File: config.mk
export PLATFORM = sky130hd
export DESIGN_NAME = oversampled_code_correlator
export DESIGN_NICKNAME = d
export VERILOG_FILES = /design/src/rtl/core/occ_pkg.sv /design/src/rtl/core/occ_corr.sv /design/src/rtl/core/occ_track.sv /design/src/rtl/core/occ_out_buf.sv /design/src/rtl/core/oversampled_code_correlator.sv
export SDC_FILE = /design/constraint.sdc
export NUM_CORES = 1
export LEC_CHECK = 0
export BUFFER_PORTS_ARGS = -buffer_cell sky130_fd_sc_hd__buf_2
export CAP_MARGIN = 5
export CORE_ASPECT_RATIO = 1.4
export CORE_UTILIZATION = 60
export CTS_BUF_LIST = sky130_fd_sc_hd__clkbuf_4 sky130_fd_sc_hd__clkbuf_8 sky130_fd_sc_hd__clkbuf_16
export DETAILED_ROUTE_END_ITERATION = 10
export HOLD_SLACK_MARGIN = 0.12
export MAX_ROUTING_LAYER = met4
export PLACE_DENSITY_LB_ADDON = 0.12
export REMOVE_ABC_BUFFERS = 1
export SETUP_SLACK_MARGIN = 0.1
export SLEW_MARGIN = 20
export SYNTH_ARGS = -nofsm -noshare
export SYNTH_HDL_FRONTEND = slang
export SYNTH_HIERARCHICAL = 1
export SYNTH_SLANG_ARGS = --single-unit
File: constraint.sdc
create_clock -name clock -period 7.4 [get_ports clock]
set_clock_uncertainty 0.2 [all_clocks]
set_input_delay 0 -clock clock [delete_from_list [all_inputs] [get_ports clock]]
set_output_delay 0 -clock clock [all_outputs]
set_load 0.01 [all_outputs]
File: src/rtl/core/occ_pkg.sv
// occ_pkg: shared types and constants for the oversampled code correlator.
// Register indexes, widths and reset values, and the response struct.
// No dependencies.
package occ_pkg;

   localparam int CODE_BITS_DEF       = 25;
   localparam int SAMPLES_PER_BIT_DEF = 4;

   localparam int CODE_WIDTH    = 25;
   localparam int COUNT_WIDTH   = 8;
   localparam int TIMER_WIDTH   = 16;
   localparam int CSR_IDX_WIDTH = 2;
   localparam int CSR_WIDTH     = CODE_WIDTH;

   localparam logic [CSR_IDX_WIDTH-1:0] CSR_CODE_PATTERN     = 2'd0;
   localparam logic [CSR_IDX_WIDTH-1:0] CSR_REQUIRED_MATCHES = 2'd1;
   localparam logic [CSR_IDX_WIDTH-1:0] CSR_TIMEOUT_TICKS    = 2'd2;

   localparam logic [CODE_WIDTH-1:0]  CODE_PATTERN_RST     = 25'b0100011011110000110000101;
   localparam logic [COUNT_WIDTH-1:0] REQUIRED_MATCHES_RST = 8'h04;
   localparam logic [TIMER_WIDTH-1:0] TIMEOUT_TICKS_RST    = 16'd2430;

   typedef struct packed {
      logic                   pattern_hit;
      logic [COUNT_WIDTH-1:0] match_count;
      logic                   detected;
   } rsp_type;

endpackage

File: src/rtl/core/occ_corr.sv
// occ_corr: sample delay line and parallel compare of the taps against the code.
// Taps are SAMPLES_PER_BIT samples apart; the newest sample is the top tap.
// Depends on occ_pkg.
module occ_corr #(
   parameter int CODE_BITS       = occ_pkg::CODE_BITS_DEF,
   parameter int SAMPLES_PER_BIT = occ_pkg::SAMPLES_PER_BIT_DEF
) (
   input  logic                            clock,
   input  logic                            reset,
   input  logic                            shift_en,
   input  logic                            sample_bit,
   input  logic [occ_pkg::CODE_WIDTH-1:0]  code_pattern,
   output logic                            match
);

   localparam int LineBits = (CODE_BITS - 1) * SAMPLES_PER_BIT;

   logic [LineBits-1:0]  line_ff;
   logic [LineBits-1:0]  line_in;
   logic [CODE_BITS-1:0] taps;
   logic [31:0]          code_wide;
   logic [CODE_BITS-1:0] code_ext;

   assign code_wide = 32'(code_pattern);
   assign code_ext  = code_wide[CODE_BITS-1:0];

   // line_ff bit 0 is the previous sample; tap CODE_BITS-1-m is m*SAMPLES_PER_BIT samples back
   always_comb begin
      taps[CODE_BITS-1] = sample_bit;
      for (int m = 1; m < CODE_BITS; m++) begin
         taps[CODE_BITS-1-m] = line_ff[m*SAMPLES_PER_BIT-1];
      end
   end

   assign match   = (taps == code_ext);
   assign line_in = (line_ff << 1) | LineBits'(sample_bit);

   always_ff @(posedge clock) begin
      if (reset) begin
         line_ff <= '0;
      end else if (shift_en) begin
         line_ff <= line_in;
      end
   end

endmodule

File: src/rtl/core/occ_track.sv
// occ_track: confidence count, miss timer and freeze decision per request.
// Produces the response fields for the request in flight.
// Depends on occ_pkg.
module occ_track (
   input  logic                             clock,
   input  logic                             reset,
   input  logic                             accept,
   input  logic                             clear,
   input  logic                             match,
   input  logic [occ_pkg::COUNT_WIDTH-1:0]  required_matches,
   input  logic [occ_pkg::TIMER_WIDTH-1:0]  timeout_ticks,
   output logic                             active,
   output occ_pkg::rsp_type                 result
);

   logic [occ_pkg::COUNT_WIDTH-1:0] count_ff;
   logic [occ_pkg::COUNT_WIDTH-1:0] count_in;
   logic [occ_pkg::COUNT_WIDTH-1:0] count_start;
   logic [occ_pkg::TIMER_WIDTH-1:0] timer_ff;
   logic [occ_pkg::TIMER_WIDTH-1:0] timer_in;
   logic [occ_pkg::TIMER_WIDTH-1:0] timer_inc;

   assign count_start = clear ? '0 : count_ff;
   assign active      = (count_start < required_matches);
   assign timer_inc   = timer_ff + 1'b1;

   always_comb begin
      count_in = count_start;
      timer_in = timer_ff;
      if (active) begin
         if (match) begin
            count_in = count_start + 1'b1;
         end else if (timer_inc > timeout_ticks) begin
            timer_in = '0;
            if (count_start != '0) begin
               count_in = count_start - 1'b1;
            end
         end else begin
            timer_in = timer_inc;
         end
      end
   end

   always_comb begin
      result.pattern_hit = active && match;
      result.match_count = count_in;
      result.detected    = (count_in >= required_matches);
   end

   always_ff @(posedge clock) begin
      if (reset) begin
         count_ff <= '0;
         timer_ff <= '0;
      end else if (accept) begin
         count_ff <= count_in;
         timer_ff <= timer_in;
      end
   end

endmodule

File: src/rtl/core/occ_out_buf.sv
// occ_out_buf: two-entry response buffer between the core and the rsp channel.
// Upstream stall comes from the full flag, so it is registered.
// Depends on occ_pkg.
module occ_out_buf (
   input  logic             clock,
   input  logic             reset,
   input  logic             push,
   input  occ_pkg::rsp_type push_data,
   output logic             full,
   output logic             out_valid,
   input  logic             out_stall,
   output occ_pkg::rsp_type out_data
);

   logic [1:0]       count_ff;
   logic [1:0]       count_in;
   occ_pkg::rsp_type slot0_ff;
   occ_pkg::rsp_type slot1_ff;
   logic             pop;

   assign out_valid = (count_ff != 2'd0);
   assign full      = (count_ff == 2'd2);
   assign out_data  = slot0_ff;
   assign pop       = out_valid && !out_stall;

   always_comb begin
      count_in = count_ff;
      if (push && !pop) begin
         count_in = count_ff + 2'd1;
      end else if (pop && !push) begin
         count_in = count_ff - 2'd1;
      end
   end

   always_ff @(posedge clock) begin
      if (reset) begin
         count_ff <= 2'd0;
      end else begin
         count_ff <= count_in;
      end
   end

   always_ff @(posedge clock) begin
      if (pop) begin
         if (count_ff == 2'd2) begin
            slot0_ff <= slot1_ff;
         end else if (push) begin
            slot0_ff <= push_data;
         end
      end else if (push) begin
         if (count_ff == 2'd0) begin
            slot0_ff <= push_data;
         end else begin
            slot1_ff <= push_data;
         end
      end
   end

endmodule

File: src/rtl/core/oversampled_code_correlator.sv
// oversampled_code_correlator: top level of the oversampled code correlator.
// Holds the configuration registers and ties delay line, tracker and buffer.
// Depends on occ_pkg, occ_corr, occ_track, occ_out_buf.
//
// Usage:
//   req channel: one request per sample tick (sample bit and clear flag),
//   accepted when req_valid is high and req_stall is low.
//   rsp channel: one response per request (pattern hit, match count,
//   detected), taken when rsp_valid is high and rsp_stall is low.
//   csr port: csr_write_en writes csr_wdata to register csr_index
//   (0 code pattern, 1 required matches, 2 timeout ticks); other indexes
//   are ignored. Write only while no request is in flight.
//   Order: responses are buffered and offered in the order of their requests.
//   Throughput: one request per cycle while req_stall is low; the compare
//   and count update of a request complete in the accepting cycle.
//   Reset: synchronous; clears delay line, count, timer and the response
//   buffer, and loads the register defaults.
//   Stall: a two-entry response buffer absorbs one more request after the
//   receiver stalls; req_stall rises only when both entries are held.
module oversampled_code_correlator #(
   parameter int CODE_BITS       = occ_pkg::CODE_BITS_DEF,
   parameter int SAMPLES_PER_BIT = occ_pkg::SAMPLES_PER_BIT_DEF
) (
   input  logic                               clock,
   input  logic                               reset,
   input  logic                               req_valid,
   output logic                               req_stall,
   input  logic                               req_sample_bit,
   input  logic                               req_clear,
   output logic                               rsp_valid,
   input  logic                               rsp_stall,
   output logic                               rsp_pattern_hit,
   output logic [occ_pkg::COUNT_WIDTH-1:0]    rsp_match_count,
   output logic                               rsp_detected,
   input  logic                               csr_write_en,
   input  logic [occ_pkg::CSR_IDX_WIDTH-1:0]  csr_index,
   input  logic [occ_pkg::CSR_WIDTH-1:0]      csr_wdata
);

   logic [occ_pkg::CODE_WIDTH-1:0]  code_ff;
   logic [occ_pkg::COUNT_WIDTH-1:0] required_ff;
   logic [occ_pkg::TIMER_WIDTH-1:0] timeout_ff;

   logic             accept;
   logic             active;
   logic             match;
   logic             full;
   occ_pkg::rsp_type result;
   occ_pkg::rsp_type rsp_data;

   always_ff @(posedge clock) begin
      if (reset) begin
         code_ff     <= occ_pkg::CODE_PATTERN_RST;
         required_ff <= occ_pkg::REQUIRED_MATCHES_RST;
         timeout_ff  <= occ_pkg::TIMEOUT_TICKS_RST;
      end else if (csr_write_en) begin
         unique case (csr_index)
            occ_pkg::CSR_CODE_PATTERN: begin
               code_ff <= csr_wdata[occ_pkg::CODE_WIDTH-1:0];
            end
            occ_pkg::CSR_REQUIRED_MATCHES: begin
               required_ff <= csr_wdata[occ_pkg::COUNT_WIDTH-1:0];
            end
            occ_pkg::CSR_TIMEOUT_TICKS: begin
               timeout_ff <= csr_wdata[occ_pkg::TIMER_WIDTH-1:0];
            end
            default: begin
            end
         endcase
      end
   end

   assign req_stall = full;
   assign accept    = req_valid && !full;

   occ_corr #(
      .CODE_BITS       (CODE_BITS),
      .SAMPLES_PER_BIT (SAMPLES_PER_BIT)
   ) u_corr (
      .clock        (clock),
      .reset        (reset),
      .shift_en     (accept && active),
      .sample_bit   (req_sample_bit),
      .code_pattern (code_ff),
      .match        (match)
   );

   occ_track u_track (
      .clock            (clock),
      .reset            (reset),
      .accept           (accept),
      .clear            (req_clear),
      .match            (match),
      .required_matches (required_ff),
      .timeout_ticks    (timeout_ff),
      .active           (active),
      .result           (result)
   );

   occ_out_buf u_out_buf (
      .clock     (clock),
      .reset     (reset),
      .push      (accept),
      .push_data (result),
      .full      (full),
      .out_valid (rsp_valid),
      .out_stall (rsp_stall),
      .out_data  (rsp_data)
   );

   assign rsp_pattern_hit = rsp_data.pattern_hit;
   assign rsp_match_count = rsp_data.match_count;
   assign rsp_detected    = rsp_data.detected;

endmodule

==> results of run 1 <==
==> sequential cells by signal (all words and copies together) (netlist names), 8 cells and up <==
register and cells:
u_corr/line_ff 96, u_track/count_ff 8, u_out_buf/out_data 10, u_track/timer_ff 16, code_ff 25, required_ff 8, timeout_ff 16, u_out_buf/slot1_ff 10
==> synthesized netlist by cell type, types with 5 or more instances <==
master    number
dfxtp_1      171
edfxtp_1      20
o21ai_0        8
nor2_1       149
nand4_1       12
xor2_1        24
a21oi_1       32
o21ai_1        7
buf_2         15
and3_1        11
mux2i_1      147
nand2_1       41
a21o_1         5
nor4_1        10
ha_1          36
xnor2_1       22
clkbuf_1      26
inv_1         32
nand3_1       21
nor2b_1        9
nand2b_1      51
nor3_1        10
buf_4          6
mux2_4        10
nand3b_1       9
==> final cells by class <==
cell class                      instances  area [µm²]  share of cell area [%]
Inverter                               33         124                    1.17
Clock inverter                         13         178                    1.68
Multi-Input combinational cell        670        4770                    45.1
Tap cell                              192         240                    2.27
Clock buffer                           19         453                    4.28
Timing Repair Buffer                  103         797                    7.53
Sequential cell                       191        4020                    38.0
==> kinds of logic after synthesis <==
| logic type | count (synthesis) | synth area share, % |
|---|---|---|
| simple gates | 345 | 18.3 |
| compound gates | 86 | 6.48 |
| fa+ha+maj | 36 | 4.89 |
| flops | 191 | 43.7 |
| buf+inv | 85 | 4.61 |
| mux | 157 | 17.6 |
| xor+xnor | 46 | 4.37 |
==> metal layers <==
metal  global-route usage, %  part of all wire [%]  vias to the layer above
met5                       -                     0                        -
met4                    11.1                   3.0                        0
met3                    5.30                   3.2                       45
met2                    42.8                    51                      126
met1                    29.8                    43                     3169
li1                        -                     -                     3385
==> how the worst max path moves through the flow <==
stage | endpoint | slack [ns] | cells after the start | startpoint
floorplan | u_corr/line_ff[0]$_SDFFE_PP0P_ | 1.44 | 8 | u_track/count_ff[2]$_SDFFE_PP0P_
global placement | u_out_buf/out_data[0]$_DFFE_PP_ | 2.04 | 23 | u_track/timer_ff[0]$_SDFFE_PP0P_
detailed placement | u_out_buf/out_data[0]$_DFFE_PP_ | 1.89 | 23 | u_track/timer_ff[0]$_SDFFE_PP0P_
CTS | u_out_buf/out_data[0]$_DFFE_PP_ | 1.85 | 23 | u_track/timer_ff[0]$_SDFFE_PP0P_
global route | u_out_buf/out_data[0]$_DFFE_PP_ | 1.41 | 22 | u_track/timer_ff[0]$_SDFFE_PP0P_
finish | u_out_buf/out_data[0]$_DFFE_PP_ | 1.77 | 23 | u_track/timer_ff[0]$_SDFFE_PP0P_
==> worst reg2reg max path, delay by kind of cell (launching register included) <==
kind	cells	cell delay (ns)
muxes	1	0.27
AOI/OAI and AO/OA	7	1.18
DFF	1	0.41
xor gates and xnor gates	2	0.39
adders and majority gates	3	0.79
and+or+nand+nor	10	2.16
==> metrics by stage <==
step                      setup slack [ns]  total power, µW  hold slack, ns
final                                 1.77             2650           0.202
after global routing                  1.41             2760           0.233
after CTS                             1.85             2670           0.179
after detailed placement              1.89             1680          0.0653
after global placement                2.04             1670          0.0549
after floorplan                       1.44             1590          -0.132
==> layout by cell type, fill, tap and decap left out, drive strengths merged, types with 4 or more instances in the layout <==
cell	count
and2	4
clkinv	5
clkbuf	19
xnor2	22
edfxtp	20
a21oi	32
buf	51
inv	38
nor2	151
nor2b	10
nand4	12
xor2	24
nor4	11
and3	11
nand3	22
nand2b	51
dlygate4sd3	52
dfxtp	171
a21o	5
mux2i	147
nand2	43
nand3b	9
mux2	10
ha	36
or2	5
nor3	10
o21ai	15
a31oi	4
==> repair_timing <==
action,4_1_cts,5_1_grt
hold buffers,52,0
endpoints found under the setup margin,0,0
hold endpoints to repair,146,0
setup buffers,0,0
gates resized for setup,0,0
==> report_power, final <==
part,switching [µW],internal [µW],total [µW]
clock network,408,559,967
logic,303,236,538
registers,30.1,1110,1140
total,741,1910,2650
==> impl_metrics.toml, run 1 <==
[critical_path]
cp_num_buf_inv = 0
reg2reg_from = "u_track/timer_ff[0]$_SDFFE_PP0P_"
endpoint_kind = "register"
crit_family = "simple AND/OR/NAND/NOR gates"
crit_chain = "ha_1 > and3_1 > and3_1 > and3_1 > nand3_1 > xnor2_1 > ha_1 > nand4_1 > nor2_1 > nor4_1 > a31oi_1 > and2_1 > o21ai_1 > xnor2_1 > ha_1 > nand2b_1 > a21o_1 > a21o_1 > a21oi_1 > nor2b_1 > o21ai_0 > a21oi_1 > mux2_4"
cpPeakStageDelay_ns = 0.53
r2r_cells = 23
crit_required_ns = 7.38
cp-start-kind = "register"
critPathKind = "reg2reg"
crit_slowest_cell = "nor4_1"
r2r_end = "u_out_buf/out_data[0]$_DFFE_PP_"
path_max_fanout = 6
worstPathArrival_ns = 5.61
r2r_setup_slack_ns = 1.77

[synth]
synth_top_area_share_pct = 37.2
yosys.area.top_type = "dfxtp_1"
ys_seq_area_share_pct = 43.7
synth_area_per_cell_um2 = 9.73
ys_top_cells_by_area = "dfxtp_1 (37%), mux2i_1 (16%), edfxtp_1 (6.5%), nor2_1 (6.1%), ha_1 (4.9%)"
syn-cell-area_mm2 = 0.00921
synthCells = 946
synthFlopType = "dfxtp_1"
synth_edf_count = 20
ys_async_sr_fraction_pct = 0
yosysUniqueCellTypes = 65
ys_ff_latch = 191
synth-warning-count = 6

[routing]
drtAntennaViolNets = 0
first_pass_iters = 5
post_drt_wl_per_cell_um = 15.7
drtIter0Drc = 340
drc = 0
via_per_inst = 5.51
wirelength_um = 19100
via_count = 6725

[sta]
setup_tns_ns = 0
period_share_pct = 76.1
final-setup-viol-count = 0
drv_slew = 0
worstMarginPinSlew_ns = 1.06
hold_viol_final = 0
rsz0062_at_grt = "no"
timing.fmax_mhz = 178
min_period_ns = 5.63
slew_headroom_pct = 29.4

[placed_design]
place_congestion = 0.931
dp_hpwl_um = 12400
post_dp_cell_area_mm2 = 0.00943
dpl.cell_count = 1137
portBuffers = 45

[cts]
clockBufferDepth = 2
clk_latency_ns = 0.43
cts_max_level = 4
path_clk_slew_ns = 0.07
clock_sinks = 191
cts_tree = "built"
cts_root_buf = "clkbuf_16"
numCtsBuffers = 17

[min_path]
min_to = "timeout_ff[13]$_SDFFE_PP0P_"
min_path_cells = 4
hold_path.class = "in2reg"
min_from = "csr_wdata[13]"

[finish]
finalCoreUtilization_pct = 70.6
antennaDiodeCount = 0
fill_cells = 1203
finalNonFillerCells = 1221
final_area_mm2 = 0.0106
layout-drive-gt1-share_pct = 11.3
syn_to_final_growth_pct = 14.9
fin_nets = 1086

[flow_run]
drv_cap = 0

[global_route]
grt_pass1_wl_um = 31100
grt.total_usage_pct = 25.7
grt_pass1_vias = 6504
grt_overflow = 0
antenna_found_initial = 0
grt_max_degree = 121

[outcome]
status = "finished clean"

[floorplanning]
start_util_pct = 61.4
die_area_mm2 = 0.0159
ios = 46
coreArea_mm2 = 0.0150
placementRows = 53
die_y_um = 149
die_x_um = 107

[power]
power.leakage_uw = 0.00452
p_per_area_mw_per_mm2 = 250
ir_drop_mv = 0.232
Power figures use the tool's default switching activity.
==> inputs of run 2 (changes only) <==
Clock period 7.4 ns to 5.75 ns, I/O delays scaled along.
==> run 2 against run 1 <==
  * Total power rose by 28%
  * Combinational power increased by 29%
  * Die area did not move
  * Design area is 0.94% higher
  * Global-route usage grew 0.24 points
  * Routed wire length shrank 1.1%
  * Largest power group unchanged
==> impl_metrics.toml, run 2 (synthesis results as in run 1) <==
[critical_path]
worstPathArrival_ns = 5.33
crit_required_ns = 5.73
cp-start-kind = "register"
endpoint_kind = "register"
critPathKind = "reg2reg"
path_max_fanout = 13

[placed_design]
place_congestion = 0.942
portBuffers = 45
dp_hpwl_um = 12400
place_ws_ns = 0.216

[global_route]
grt_pass1_vias = 6485
grt_overflow = 0
antenna_found_initial = 0
grt_pass1_wl_um = 31400
grt_max_degree = 136
grt.total_usage_pct = 25.9

[sta]
hold_ws_ns = 0.203
drv_slew = 0
min_period_ns = 5.35
rsz0062_at_grt = "no"
hold_viol_final = 0
period_share_pct = 93.1
setup_tns_ns = 0
slew_headroom_pct = 38.5
final-setup-viol-count = 0
timing.fmax_mhz = 187
worstMarginPinSlew_ns = 0.923
finalWorstSetupSlack_ns = 0.399

[routing]
drtIter0Drc = 292
drtAntennaViolNets = 0
drc = 0
via_count = 6706
via_per_inst = 5.46
wirelength_um = 18900
post_drt_wl_per_cell_um = 15.4
first_pass_iters = 5

[finish]
top_register = "u_corr/line_ff"
final_cell_mix = "dfxtp_1 (171), nor2_1 (149), mux2i_1 (147)"
syn_to_final_growth_pct = 16.0
antennaDiodeCount = 0
largest_register_ffs = 96
final_common_cell = "dfxtp_1"
fin_nets = 1093
layout-drive-gt1-share_pct = 12.4
finalCoreUtilization_pct = 71.3
reg.largest.list = "u_corr/line_ff: 96 flops, code_ff: 25 flops"

[floorplanning]
ios = 46
coreArea_mm2 = 0.0150
die_x_um = 107
placementRows = 53
start_util_pct = 61.4
die_area_mm2 = 0.0159
die_y_um = 149

[cts]
numCtsBuffers = 17
cts_root_buf = "clkbuf_16"
clk_latency_ns = 0.43
clockBufferDepth = 2
cts_tree = "built"
cts_setup_buffers = 0
path_clk_slew_ns = 0.07
clock_sinks = 191
cts_max_level = 4

[min_path]
hold_path.class = "in2reg"

[power]
ir_drop_mv = 0.267
power.leakage_uw = 0.00455
p_per_area_mw_per_mm2 = 316
power.total_uw = 3380

[flow_run]
drv_cap = 0

[outcome]
status = "finished clean"
-- run 2: cell count changes in the layout (fill, tap and decap cells not counted), sizes merged --
cell         before  now
buf              51   56
clkbuf           19   20
clkinvlp          0    2
dlygate4sd3      52   54
inv              38   35
-- run 2: per-layer routing --
metal / share of wire [%] / GRT usage [%] / vias to the layer above
met5: 0 / - / -
met4: 2.7 / 10.3 / 0
met3: 2.8 / 4.29 / 31
met2: 51 / 44.3 / 118
met1: 44 / 30.2 / 3155
li1: - / - / 3402
-- run 2: what timing repair did --
action | CTS | global route
endpoints found under the hold margin | 147 | 0
endpoints found under the setup margin | 0 | 2
hold buffers | 54 | 0
gates resized for setup | 0 | 9
-- run 2: power by group --
part           switching, µW  internal [µW]  total [µW]  leakage [µW]
Combinational            389            306         696       0.00267
Clock                    504            710        1210      0.000302
Sequential              37.4           1430        1470       0.00158
-- run 2: per-stage QoR --
step | instances | area [µm²]
final | 1228 | 10700
after global routing | 1228 | 10700
after global placement | 1142 | 9480
after CTS | 1228 | 10600
after floorplan | 894 | 8910
after detailed placement | 1142 | 9480
-- run 2: critical path, stage by stage, from the launching register on --
cell and delay, ns:
dfxtp_1 0.40, ha_2 0.23, and3_1 0.25, and3_1 0.26, and3_2 0.27, nand3_1 0.10, xnor2_1 0.16, ha_1 0.30
nand4_1 0.20, nor4_1 0.57, a31o_2 0.38, a221oi_1 0.17, nor3_1 0.41, ha_1 0.33, a21o_1 0.18, a21oi_1 0.14
nor2b_1 0.05, o21ai_0 0.14, a21oi_1 0.10, mux2_4 0.27
-- run 2: worst paths after layout --
| check | startpoint | to | slack [ns] | depth (start not counted) |
|---|---|---|---|---|
| min | csr_wdata[0] | code_ff[0]$_SDFFE_PP1P_ | 0.20 | 4 |
| max reg2reg | u_track/timer_ff[0]$_SDFFE_PP0P_ | u_out_buf/out_data[0]$_DFFE_PP_ | 0.40 | 19 |
| min reg2reg | timeout_ff[7]$_SDFFE_PP0P_ | timeout_ff[7]$_SDFFE_PP0P_ | 0.27 | 2 |
| max | u_track/timer_ff[0]$_SDFFE_PP0P_ | u_out_buf/out_data[0]$_DFFE_PP_ | 0.40 | 19 |
-- run 2: cell type report --
class	count	area (µm²)
repair buffers	110	867
clock buffers	20	454
flip-flops and latches	191	4020
inverters	33	124
clock inverters	12	165
fillers	1173	4300
well taps	192	240
multi-input cells	670	4810
==> inputs of run 3 (changes only) <==
==> constraint.sdc (replaced) <==
create_clock -name clock -period 5.75 [get_ports clock]
set_clock_uncertainty 0.2 [all_clocks]
set_input_delay 0.8625 -clock clock [delete_from_list [all_inputs] [get_ports clock]]
set_output_delay 0.8625 -clock clock [all_outputs]
set_load 0.01 [all_outputs]
==> run 3 against run 2 <==
  * Sequential power hardly changed
  * Worst setup slack worse by 0.055 ns
  * Fmax is 1.0% lower
  * Flip-flop and latch count stayed put
  * Non-clock buffer count shrank 51
  * Critical path depth rose by 4
  * Combinational power is 1% lower
  * Worst hold slack better by 0.074 ns
  * Total power shrank 2.3%
  * Sequential share of layout area rose by 1.8 points
  * Die area is the same
  * Design area fell by 4.6%
==> impl_metrics.toml, run 3 (synthesis results as in run 1) <==
[cts]
cts_hold_buf = 0
cts_tree = "built"
clock_sinks = 191
numCtsBuffers = 17
clockBufferDepth = 2
cts_root_buf = "clkbuf_16"
clk_latency_ns = 0.42
cts_max_level = 4
path_clk_slew_ns = 0.07

[global_route]
grt.total_usage_pct = 24.8
antenna_found_initial = 2
grt_max_degree = 125
grt_pass1_wl_um = 30000
grt_pass1_vias = 6112
grt_overflow = 0

[sta]
slew_headroom_pct = 39.1
finalWorstSetupSlack_ns = 0.344
worstMarginPinSlew_ns = 0.914
hold_ws_ns = 0.277
min_period_ns = 5.41
final-setup-viol-count = 0
hold_viol_final = 0
rsz0062_at_grt = "no"
timing.fmax_mhz = 185
period_share_pct = 94.0
drv_slew = 0

[min_path]
hold_path.class = "reg2reg"

[routing]
wirelength_um = 18500
drc = 0
drtIter0Drc = 278
via_per_inst = 5.56
via_count = 6557
first_pass_iters = 5
drtAntennaViolNets = 0
post_drt_wl_per_cell_um = 15.7

[placed_design]
portBuffers = 45
place_congestion = 0.965
place_ws_ns = 0.112
dp_hpwl_um = 12600

[finish]
largest_register_ffs = 96
top_register = "u_corr/line_ff"
final_common_cell = "dfxtp_1"
fill_cells = 1240
layout-drive-gt1-share_pct = 14.2
reg.largest.list = "u_corr/line_ff: 96 flops, code_ff: 25 flops"
fin_nets = 1042
final_cell_mix = "dfxtp_1 (170), nor2_1 (148), mux2i_1 (147)"
syn_to_final_growth_pct = 10.6
finalCoreUtilization_pct = 68.0

[critical_path]
r2r_setup_slack_ns = 0.34
crit_slowest_cell = "nor4_2"
worstPathArrival_ns = 5.38
path_max_fanout = 6
critPathKind = "reg2reg"
cp-startpoint = "u_track/timer_ff[0]$_SDFFE_PP0P_"
crit_top_cell = "and3_2"
r2r_end = "u_out_buf/out_data[0]$_DFFE_PP_"
r2r_cells = 23
cp-start-kind = "register"
crit_chain = "ha_2 > and3_2 > and3_2 > and3_2 > nand3_1 > xnor2_2 > ha_1 > nand4_1 > nor2_1 > nor4_2 > a31oi_2 > and2_2 > o21ai_4 > xnor2_1 > ha_1 > nand2b_1 > a21o_1 > a21o_1 > a21oi_1 > nor2b_1 > o21ai_0 > a21oi_1 > mux2_4"
crit_path_end = "u_out_buf/out_data[0]$_DFFE_PP_"
endpoint_kind = "register"
cpPeakStageDelay_ns = 0.43
reg2reg_from = "u_track/timer_ff[0]$_SDFFE_PP0P_"
crit_required_ns = 5.73

[outcome]
status = "finished clean"

[floorplanning]
placementRows = 53
start_util_pct = 61.4
die_y_um = 149
die_area_mm2 = 0.0159
die_x_um = 107
coreArea_mm2 = 0.0150
ios = 46

[flow_run]
drv_cap = 0

[power]
p_per_area_mw_per_mm2 = 324
ir_drop_mv = 0.247
power.leakage_uw = 0.00433
power.total_uw = 3300
-- run 3: area by class of cell --
| cell class | count | area [µm²] | area share (%) |
|---|---|---|---|
| flip-flops and latches | 191 | 4030 | 39.5 |
| clock buffers | 17 | 425 | 4.18 |
| inverters | 33 | 124 | 1.22 |
| clock inverters | 15 | 164 | 1.61 |
| repair buffers | 59 | 362 | 3.55 |
| diodes | 2 | 5.00 | 0.0491 |
| well taps | 192 | 240 | 2.36 |
| multi-input cells | 670 | 4840 | 47.5 |
-- run 3: worst min-delay path by stage --
| stage | endpoint | cells past startpoint | slack [ns] | start |
|---|---|---|---|---|
| after floorplan | u_track/timer_ff[15]$_SDFFE_PP0P_ | 2 | 0.24 | u_track/timer_ff[15]$_SDFFE_PP0P_ |
| after global routing | u_track/timer_ff[1]$_SDFFE_PP0P_ | 2 | 0.29 | u_track/timer_ff[1]$_SDFFE_PP0P_ |
| after global placement | u_track/timer_ff[15]$_SDFFE_PP0P_ | 2 | 0.26 | u_track/timer_ff[15]$_SDFFE_PP0P_ |
| final | u_track/timer_ff[15]$_SDFFE_PP0P_ | 2 | 0.28 | u_track/timer_ff[15]$_SDFFE_PP0P_ |
| after CTS | u_track/timer_ff[15]$_SDFFE_PP0P_ | 2 | 0.28 | u_track/timer_ff[15]$_SDFFE_PP0P_ |
| after detailed placement | u_track/timer_ff[15]$_SDFFE_PP0P_ | 2 | 0.26 | u_track/timer_ff[15]$_SDFFE_PP0P_ |
-- run 3: worst max-delay path: cells and delay by family, from the launching register on --
kind            cells  cell delay [ns]
compound gates      7             1.17
mux                 1             0.27
simple gates       10             2.07
flops               1             0.37
fa+ha+maj           3             0.75
xor+xnor            2             0.34
-- run 3: where the power goes --
group / total [µW] / leakage, µW / switching (µW) / internal [µW]
logic: 686 / 0.00246 / 391 / 295
registers: 1470 / 0.00158 / 37.1 / 1430
clock network: 1150 / 0.000282 / 547 / 599
total: 3300 / 0.00433 / 975 / 2320
-- run 3: what timing repair did --
| item | 4_1_cts | 5_1_grt |
|---|---|---|
| gates resized for setup | 1 | 17 |
| pin swaps | 0 | 2 |
| hold endpoints to repair | 0 | 0 |
| gates cloned | 0 | 0 |
| buffers inserted | 0 | 1 |
| endpoints found under the setup margin | 1 | 2 |
-- run 3: stage by stage --
stage / TNS, ns / cell area [µm²] / instances
floorplan: -60.22 / 8910 / 894
global placement: 0 / 9510 / 1144
detailed placement: 0 / 9510 / 1144
CTS: 0 / 10100 / 1176
global route: 0 / 10200 / 1179
finish: 0 / 10200 / 1179
-- run 3: metal layers --
layer | track usage, % | share of wire (%) | up-vias
met5 | - | 0 | -
met4 | 10.3 | 3.1 | 0
met3 | 4.69 | 3.4 | 43
met2 | 41.8 | 51 | 141
met1 | 28.9 | 43 | 3069
li1 | - | - | 3304
